$ cat config.mk
export PLATFORM = sky130hd
export DESIGN_NAME = serpentine_led_matrix_pixel_engine
export DESIGN_NICKNAME = d
export VERILOG_FILES = /design/src/rtl/slpe_pkg.sv /design/src/rtl/serpentine_led_matrix_pixel_engine.sv /design/src/rtl/slpe_frame_mem.sv
export SDC_FILE = /design/constraint.sdc
export NUM_CORES = 2
export LEC_CHECK = 0
export BUFFER_PORTS_ARGS = -buffer_cell sky130_fd_sc_hd__buf_2
export CAP_MARGIN = 20
export CORE_MARGIN = 2
export CORE_UTILIZATION = 26
export CTS_BUF_LIST = sky130_fd_sc_hd__clkbuf_8 sky130_fd_sc_hd__clkbuf_16
export CTS_CLUSTER_SIZE = 12
export DETAILED_ROUTE_END_ITERATION = 6
export PLACE_DENSITY = 0.5
export SLEW_MARGIN = 10
export SYNTH_ARGS = -nofsm -noshare
export SYNTH_HDL_FRONTEND = slang
export SYNTH_HIERARCHICAL = 1
export SYNTH_SLANG_ARGS = --single-unit
$ cat constraint.sdc
create_clock -name clk -period 17.7 [get_ports clk]
set_input_delay 1.77 -clock clk [delete_from_list [all_inputs] [get_ports clk]]
set_output_delay 1.77 -clock clk [all_outputs]
set_load 0.02 [all_outputs]
$ cat src/rtl/slpe_pkg.sv
// shared types, constants and helpers for the serpentine led matrix pixel engine
package slpe_pkg;

  // matrix geometry
  localparam int ROWS    = 12;
  localparam int COLS    = 12;
  localparam int NPIX    = ROWS * COLS;
  localparam int DIM_MAX = (ROWS > COLS) ? ROWS : COLS;

  // coordinate width: holds the larger dimension itself and the 4-bit command fields
  localparam int CW = $clog2(DIM_MAX + 1);
  localparam int EW = (CW > 4) ? CW : 4;
  // strip address width and pixel count width
  localparam int AW = (NPIX > 1) ? $clog2(NPIX) : 1;
  localparam int NW = $clog2(NPIX + 1);

  typedef enum logic [1:0] {
    OP_SET    = 2'd0,
    OP_ADD    = 2'd1,
    OP_INVERT = 2'd2,
    OP_READ   = 2'd3
  } op_t;

  typedef enum logic [2:0] {
    REG_ALL       = 3'd0,
    REG_PIXEL     = 3'd1,
    REG_ROW       = 3'd2,
    REG_COL       = 3'd3,
    REG_ROW_RANGE = 3'd4,
    REG_COL_RANGE = 3'd5
  } region_t;

  // direction of the pixel walk
  typedef enum logic [1:0] {
    WALK_COLS,
    WALK_ROWS,
    WALK_ALL
  } walk_t;

  typedef enum logic [1:0] {
    S_IDLE,
    S_WALK,
    S_DONE
  } state_t;

  typedef struct packed {
    logic [7:0] red;
    logic [7:0] green;
    logic [7:0] blue;
  } pixel_t;

  typedef struct packed {
    op_t        op;
    region_t    region;
    logic [3:0] row;
    logic [3:0] col;
    logic [3:0] range_start;
    logic [3:0] range_end;
    logic [7:0] red;
    logic [7:0] green;
    logic [7:0] blue;
  } cmd_t;

  typedef struct packed {
    logic [7:0] strip_index;
    logic [7:0] read_red;
    logic [7:0] read_green;
    logic [7:0] read_blue;
    logic [7:0] touched;
  } rsp_t;

  // write port of the frame memory
  typedef struct packed {
    logic          en;
    logic [AW-1:0] addr;
    pixel_t        data;
  } mem_wr_t;

  // serpentine position: odd rows run backwards along the strip
  function automatic logic [AW-1:0] strip_pos(input logic [EW-1:0] r, input logic [EW-1:0] c);
    int pos;
    pos = int'(r) * COLS + (r[0] ? (COLS - 1 - int'(c)) : int'(c));
    return AW'(pos);
  endfunction

endpackage

$ cat src/rtl/serpentine_led_matrix_pixel_engine.sv
// top level of the serpentine led matrix pixel engine: command sequencer and result register
// Each command walks N pixels, N being 144 for the whole matrix, 12 for a row or column
// and 1 for a pixel or a read, through the single read and write port pair of the frame
// memory, one pixel read-modify-write per cycle. A new command is taken only once the
// result of the last one has been loaded into the result register.
// Reset clears the control state and the per-pixel written flags, so the frame reads
// back black at once; no clearing pass is needed.
module serpentine_led_matrix_pixel_engine (
  input  logic            clk,
  input  logic            rst,
  input  logic            cmd_valid,
  output logic            cmd_stall,
  input  slpe_pkg::cmd_t  cmd,
  output logic            rsp_valid,
  input  logic            rsp_stall,
  output slpe_pkg::rsp_t  rsp
);
  import slpe_pkg::*;

  state_t         state;
  state_t         state_next;

  // command registers
  op_t            op_q;
  pixel_t         color_q;
  walk_t          walk_q;
  logic [EW-1:0]  r_pos;
  logic [EW-1:0]  c_pos;
  logic [NW-1:0]  cnt;
  logic [NW-1:0]  touched_q;
  logic           read_hit_q;
  logic [AW-1:0]  read_idx_q;

  // second stage of the read-modify-write
  logic           p1_valid;
  logic [AW-1:0]  p1_addr;

  // memory ports
  logic           rd_en;
  logic [AW-1:0]  rd_addr;
  pixel_t         rd_data;
  mem_wr_t        wr;

  logic           cmd_xfer;
  logic           rsp_load;

  // decoded command
  logic [EW-1:0]  row_e;
  logic [EW-1:0]  col_e;
  logic [EW-1:0]  s_lo;
  logic [EW-1:0]  s_hi;
  logic [EW-1:0]  e_cols;
  logic [EW-1:0]  e_rows;
  logic           row_ok;
  logic           col_ok;
  logic [EW-1:0]  init_r;
  logic [EW-1:0]  init_c;
  logic [NW-1:0]  init_cnt;
  walk_t          init_walk;

  slpe_frame_mem u_mem (
    .clk     (clk),
    .rst     (rst),
    .rd_en   (rd_en),
    .rd_addr (rd_addr),
    .rd_data (rd_data),
    .wr      (wr)
  );

  // range ordering and clamping
  always_comb begin
    row_e  = EW'(cmd.row);
    col_e  = EW'(cmd.col);
    row_ok = row_e < EW'(ROWS);
    col_ok = col_e < EW'(COLS);
    if (cmd.range_start > cmd.range_end) begin
      s_lo = EW'(cmd.range_end);
      s_hi = EW'(cmd.range_start);
    end else begin
      s_lo = EW'(cmd.range_start);
      s_hi = EW'(cmd.range_end);
    end
    e_cols = (s_hi > EW'(COLS)) ? EW'(COLS) : s_hi;
    e_rows = (s_hi > EW'(ROWS)) ? EW'(ROWS) : s_hi;
  end

  // walk setup for the incoming command
  always_comb begin
    init_r    = '0;
    init_c    = '0;
    init_cnt  = '0;
    init_walk = WALK_COLS;
    if (cmd.op == OP_READ) begin
      init_r   = row_e;
      init_c   = col_e;
      init_cnt = (row_ok && col_ok) ? NW'(1) : '0;
    end else begin
      case (cmd.region)
        REG_ALL: begin
          init_walk = WALK_ALL;
          init_cnt  = NW'(NPIX);
        end
        REG_PIXEL: begin
          init_r   = row_e;
          init_c   = col_e;
          init_cnt = (row_ok && col_ok) ? NW'(1) : '0;
        end
        REG_ROW: begin
          init_r   = row_e;
          init_cnt = row_ok ? NW'(COLS) : '0;
        end
        REG_COL: begin
          init_walk = WALK_ROWS;
          init_c    = col_e;
          init_cnt  = col_ok ? NW'(ROWS) : '0;
        end
        REG_ROW_RANGE: begin
          init_r = row_e;
          init_c = s_lo;
          if (row_ok && (s_lo < e_cols)) begin
            init_cnt = NW'(e_cols - s_lo);
          end
        end
        REG_COL_RANGE: begin
          init_walk = WALK_ROWS;
          init_r    = s_lo;
          init_c    = col_e;
          if (col_ok && (s_lo < e_rows)) begin
            init_cnt = NW'(e_rows - s_lo);
          end
        end
        default: begin
          init_cnt = '0;
        end
      endcase
    end
  end

  // next state
  always_comb begin
    state_next = state;
    case (state)
      S_IDLE: begin
        if (cmd_valid) begin
          state_next = S_WALK;
        end
      end
      S_WALK: begin
        if (cnt == '0) begin
          state_next = S_DONE;
        end
      end
      S_DONE: begin
        if (!rsp_valid || !rsp_stall) begin
          state_next = S_IDLE;
        end
      end
      default: begin
        state_next = S_IDLE;
      end
    endcase
  end

  // state outputs
  always_comb begin
    cmd_stall = 1'b1;
    rd_en     = 1'b0;
    rsp_load  = 1'b0;
    case (state)
      S_IDLE: begin
        cmd_stall = 1'b0;
      end
      S_WALK: begin
        rd_en = (cnt != '0);
      end
      S_DONE: begin
        rsp_load = !rsp_valid || !rsp_stall;
      end
      default: begin
        cmd_stall = 1'b1;
      end
    endcase
  end

  assign cmd_xfer = cmd_valid && !cmd_stall;
  assign rd_addr  = strip_pos(r_pos, c_pos);

  always_ff @(posedge clk) begin
    if (rst) begin
      state <= S_IDLE;
    end else begin
      state <= state_next;
    end
  end

  // command capture and pixel walk
  always_ff @(posedge clk) begin
    if (rst) begin
      cnt <= '0;
    end else if (cmd_xfer) begin
      cnt <= init_cnt;
    end else if (rd_en) begin
      cnt <= cnt - NW'(1);
    end
  end

  always_ff @(posedge clk) begin
    if (cmd_xfer) begin
      op_q       <= cmd.op;
      color_q    <= '{red: cmd.red, green: cmd.green, blue: cmd.blue};
      walk_q     <= init_walk;
      r_pos      <= init_r;
      c_pos      <= init_c;
      touched_q  <= (cmd.op == OP_READ) ? '0 : init_cnt;
      read_hit_q <= (cmd.op == OP_READ) && row_ok && col_ok;
      read_idx_q <= strip_pos(row_e, col_e);
    end else if (rd_en) begin
      case (walk_q)
        WALK_COLS: begin
          c_pos <= c_pos + EW'(1);
        end
        WALK_ROWS: begin
          r_pos <= r_pos + EW'(1);
        end
        WALK_ALL: begin
          if (c_pos == EW'(COLS - 1)) begin
            c_pos <= '0;
            r_pos <= r_pos + EW'(1);
          end else begin
            c_pos <= c_pos + EW'(1);
          end
        end
        default: begin
          c_pos <= c_pos;
        end
      endcase
    end
  end

  // write-back stage tracking
  always_ff @(posedge clk) begin
    if (rst) begin
      p1_valid <= 1'b0;
    end else begin
      p1_valid <= rd_en && (op_q != OP_READ);
    end
  end

  always_ff @(posedge clk) begin
    if (rd_en) begin
      p1_addr <= rd_addr;
    end
  end

  // pixel modify: set, saturating add or invert
  always_comb begin
    logic [8:0] sum_r;
    logic [8:0] sum_g;
    logic [8:0] sum_b;
    sum_r   = {1'b0, rd_data.red}   + {1'b0, color_q.red};
    sum_g   = {1'b0, rd_data.green} + {1'b0, color_q.green};
    sum_b   = {1'b0, rd_data.blue}  + {1'b0, color_q.blue};
    wr.en   = p1_valid;
    wr.addr = p1_addr;
    case (op_q)
      OP_SET: begin
        wr.data = color_q;
      end
      OP_ADD: begin
        wr.data.red   = sum_r[8] ? 8'hFF : sum_r[7:0];
        wr.data.green = sum_g[8] ? 8'hFF : sum_g[7:0];
        wr.data.blue  = sum_b[8] ? 8'hFF : sum_b[7:0];
      end
      OP_INVERT: begin
        wr.data = ~rd_data;
      end
      default: begin
        wr.data = rd_data;
      end
    endcase
  end

  // result register
  always_ff @(posedge clk) begin
    if (rst) begin
      rsp_valid <= 1'b0;
    end else if (rsp_load) begin
      rsp_valid <= 1'b1;
    end else if (!rsp_stall) begin
      rsp_valid <= 1'b0;
    end
  end

  always_ff @(posedge clk) begin
    if (rsp_load) begin
      rsp.touched <= 8'(touched_q);
      if (read_hit_q) begin
        rsp.strip_index <= 8'(read_idx_q);
        rsp.read_red    <= rd_data.red;
        rsp.read_green  <= rd_data.green;
        rsp.read_blue   <= rd_data.blue;
      end else begin
        rsp.strip_index <= '0;
        rsp.read_red    <= '0;
        rsp.read_green  <= '0;
        rsp.read_blue   <= '0;
      end
    end
  end

  // reads and write-backs within a walk never hit the same pixel
  a_no_rw_overlap: assert property (@(posedge clk) disable iff (rst)
    (rd_en && wr.en) |-> (rd_addr != wr.addr))
    else $error("read and write-back target the same pixel");

  // walk stays inside the frame
  a_addr_range: assert property (@(posedge clk) disable iff (rst)
    rd_en |-> (int'(rd_addr) < NPIX))
    else $error("frame address out of range");

  // write-back only follows a read of a modifying command
  a_wr_after_rd: assert property (@(posedge clk) disable iff (rst)
    wr.en |-> ($past(rd_en) && (op_q != OP_READ)))
    else $error("write-back without a preceding read");

  // a command that writes pixels reports no read colour
  a_write_no_read: assert property (@(posedge clk) disable iff (rst)
    (rsp_valid && (rsp.touched != 8'd0)) |->
      ((rsp.read_red == 8'd0) && (rsp.read_green == 8'd0) && (rsp.read_blue == 8'd0)))
    else $error("read colour reported on a writing command");

endmodule

$ cat src/rtl/slpe_frame_mem.sv
// frame store: one 24-bit pixel per strip position, reads back black until written
module slpe_frame_mem (
  input  logic                     clk,
  input  logic                     rst,
  input  logic                     rd_en,
  input  logic [slpe_pkg::AW-1:0]  rd_addr,
  output slpe_pkg::pixel_t         rd_data,
  input  slpe_pkg::mem_wr_t        wr
);
  import slpe_pkg::*;

  pixel_t            mem [NPIX];
  logic [NPIX-1:0]   written;

  // pixel array write
  always_ff @(posedge clk) begin
    if (wr.en) begin
      mem[wr.addr] <= wr.data;
    end
  end

  // per-entry written flags, cleared by reset so the frame starts black
  always_ff @(posedge clk) begin
    if (rst) begin
      written <= '0;
    end else if (wr.en) begin
      written[wr.addr] <= 1'b1;
    end
  end

  // registered read, holds while not enabled
  always_ff @(posedge clk) begin
    if (rd_en) begin
      rd_data <= written[rd_addr] ? mem[rd_addr] : '0;
    end
  end

endmodule

==> flow_metrics.py <==
metrics = {
    "place": {
        "dp.cells": 14117,
        "placed_cell_area_sq_mm": 0.157,
        "portBuffers": 90,
        "dp_hpwl_microns": 248000,
        "gp_congestion": 0.863,
    },
    "clocking": {
        "htree_levels": 5,
        "cts_root_buffer": "clkbuf_16",
        "insertion_delay_ps": 1000,
        "cts_setup_buffers": 0,
        "post_cts_resized": 0,
        "clock-sinks": 3733,
        "cts_made_buffers": 402,
        "tritoncts": "done",
        "cts_hold_buffers": 0,
        "clockBufferDepth": 4,
        "path_clk_slew_ps": 60,
    },
    "sta": {
        "rsz0062_at_grt": "no",
        "tns_ps": 0,
        "tightest_slew_ps": 1430,
        "hold_viol": 0,
        "finalCritPeriodShare_pct": 38.4,
        "slew-limit-headroom_pct": 4.58,
        "setup-violations-final": 0,
        "fin_worst_skew_ps": 77.6,
        "max_freq_mhz": 147,
        "slew_violations": 0,
        "finalCriticalPeriod_ps": 6800,
    },
    "synthesis": {
        "synth_compound_area_share_pct": 1.89,
        "synthCells": 6649,
        "yosys.area.top_type": "edfxtp_1",
        "yosys-top-cells-area": "edfxtp_1, mux4_2, dfxtp_1",
        "avgSynthCellArea_sq_um": 21.9,
        "ys_seq_area_share_pct": 76.0,
        "async_flop_share_pct": 0,
        "syn_area_sq_mm": 0.146,
        "yosys_most_used_dff": "edfxtp_1",
        "synthDistinctLibCells": 75,
        "synth_xor_area_share_pct": 0.415,
        "ys_seq_elements": 3733,
        "synth-edff-count": 3577,
        "ys_warn_count": 6,
        "synth_top_area_share_pct": 73.8,
        "synth_top_family_by_area": "multiplexers",
        "syn_nets": 6762,
        "synthAdderAreaFrac_pct": 0.592,
        "muxShareOfSynthArea_pct": 17.3,
        "synthSimpleGateAreaFrac_pct": 2.23,
    },
    "drt": {
        "wire_per_inst_microns": 29.0,
        "drt_wl_total_microns": 432000,
        "drtIter0Drc": 9194,
        "via_per_inst": 4.85,
        "dr.pass1.iters": 6,
        "vias": 72090,
        "antenna_left": 0,
        "post-route-drc-count": 0,
    },
    "layout": {
        "final_area_sq_mm": 0.170,
        "fin_util_pct": 30.4,
        "area_growth_pct": 16.6,
        "final_cells": 14875,
        "n_fill_cell": 53318,
        "fin_nets": 7192,
        "drive_above_1_share_pct": 29.6,
    },
    "pwr": {
        "finalPower_uw": 27800,
        "p_per_area_mw_per_mm2": 164,
        "power_leakage_uw": 0.0525,
        "peakVddDrop_v": 0.000161,
    },
    "min_path": {
        "min_path_cells": 0,
        "hold_class": "flip-flop to flip-flop",
        "hp-start": "touched_q[2]",
    },
    "grt": {
        "overflow": 0,
        "grt_pass1_vias": 72190,
        "grt_pass1_wl_microns": 595000,
        "grtUsageTotal_pct": 14.8,
        "grt_max_degree": 117,
        "antenna_found_initial": 27,
    },
    "floorplanning": {
        "dieArea_sq_mm": 0.566,
        "core_area_sq_mm": 0.557,
        "die_h_microns": 752,
        "initial_core_util_pct": 26.1,
        "ioPinCount": 91,
        "rows": 274,
        "die_x_microns": 752,
    },
    "setup_path": {
        "cp-start-kind": "flip-flop",
        "critPathMaxStageDelay_ps": 860,
        "crit_path_end_kind": "flip-flop",
        "crit_start": "r_pos[0]",
        "crit_cells": 11,
        "reg2reg_depth": 11,
        "regToRegStartpoint": "r_pos[0]",
        "worstPathMaxFanout": 116,
        "cp_cell_sequence": "xor2_4, buf_4, buf_12, buf_4, buf_4, mux4_2, mux4_2, mux2_2, a2111oi_1, buf_4, a2111oi_0",
        "crit_family": "buffers and inverters",
        "crit_path_frequent_cell": "buf_4",
        "crit_arrival_ps": 7460,
        "crit_buf_inv": 5,
        "critPathRequiredTime_ps": 18360,
        "path_class": "flip-flop to flip-flop",
        "cpMaxStageDelayCell": "a2111oi_1",
    },
    "run_status": {
        "status": "complete, no violations",
    },
    "flow_run": {
        "drv_cap": 0,
    },
}
sequential cells by signal (all words and copies together) (netlist names), 8 cells and up:
signal	flops
u_mem/mem	3456
cnt	8
p1_addr	8
color_q	24
u_mem/rd_data	24
read_idx_q	8
u_mem/written	144
rsp	38
cells by family (layout without fill, tap and decap cells):
group / after synthesis / count (layout)
compound gates: 401 / 401
other cells: 0 / 9
buf+inv: 409 / 1174
fa+ha+maj: 64 / 64
xor+xnor: 69 / 69
simple gates: 734 / 734
mux: 1239 / 1239
flops: 3733 / 3733
routing by layer:
layer	track usage [%]	vias to the layer above	share of wire, %
li1	-	28769	-
met1	20.4	39711	42
met2	23.6	2990	47
met3	2.79	618	7.6
met4	4.70	2	3.4
met5	0	-	0.0030
per-stage QoR:
step | hold slack [ps] | setup WS (ps)
after CTS | 419 | 10700
after detailed placement | 405 | 10730
final | 419 | 10900
after global routing | 420 | 10400
after global placement | 405 | 9820
after floorplan | 400 | 8920
path summary, 6_finish.rpt:
| kind | to | slack (ps) |
|---|---|---|
| worst max-delay path | u_mem/rd_data[2] | 10900 |
| worst min-delay path | rsp[2] | 420 |
| worst min register to register | rsp[2] | 420 |
| worst max register to register | u_mem/rd_data[2] | 10900 |
Yosys cell counts (53+ instances only):
| cell type | number |
|---|---|
| mux2i_1 | 187 |
| dfxtp_1 | 156 |
| o21ai_0 | 53 |
| buf_2 | 95 |
| nor2_1 | 435 |
| buf_4 | 82 |
| ha_1 | 56 |
| a21oi_1 | 76 |
| xnor2_1 | 53 |
| edfxtp_1 | 3577 |
| o22ai_1 | 102 |
| nand2_1 | 93 |
| mux4_2 | 1015 |
| clkbuf_1 | 119 |
cell usage in the layout (no fill, tap or decap), types with 92 or more instances in the layout:
master	synthesis	routed
mux4_2	1015	1015
buf_4	82	260
nor2_4	0	121
dfxtp_1	156	156
nor2_1	435	289
clkbuf_16	0	404
edfxtp_1	3577	3577
buf_2	95	92
inv_1	50	162
mux2i_1	187	187
o22ai_1	102	102
power breakdown:
group          switching [uW]  internal, uW  leakage, uW
clock network            3460          4460      0.00652
registers                 116         10700       0.0335
logic                    6140          2950       0.0125
area by class of cell:
type,count,area [sq um],area share (%)
Timing Repair Buffer,382,3020,1.78
Clock buffer,433,10500,6.20
Inverter,53,215,0.127
Sequential cell,3733,111000,65.2
Multi-Input combinational cell,2507,34100,20.1
Clock inverter,306,1930,1.14
Antenna cell,9,22.5,0.0133
Tap cell,7452,9320,5.50
Power figures use the tool's default switching activity.
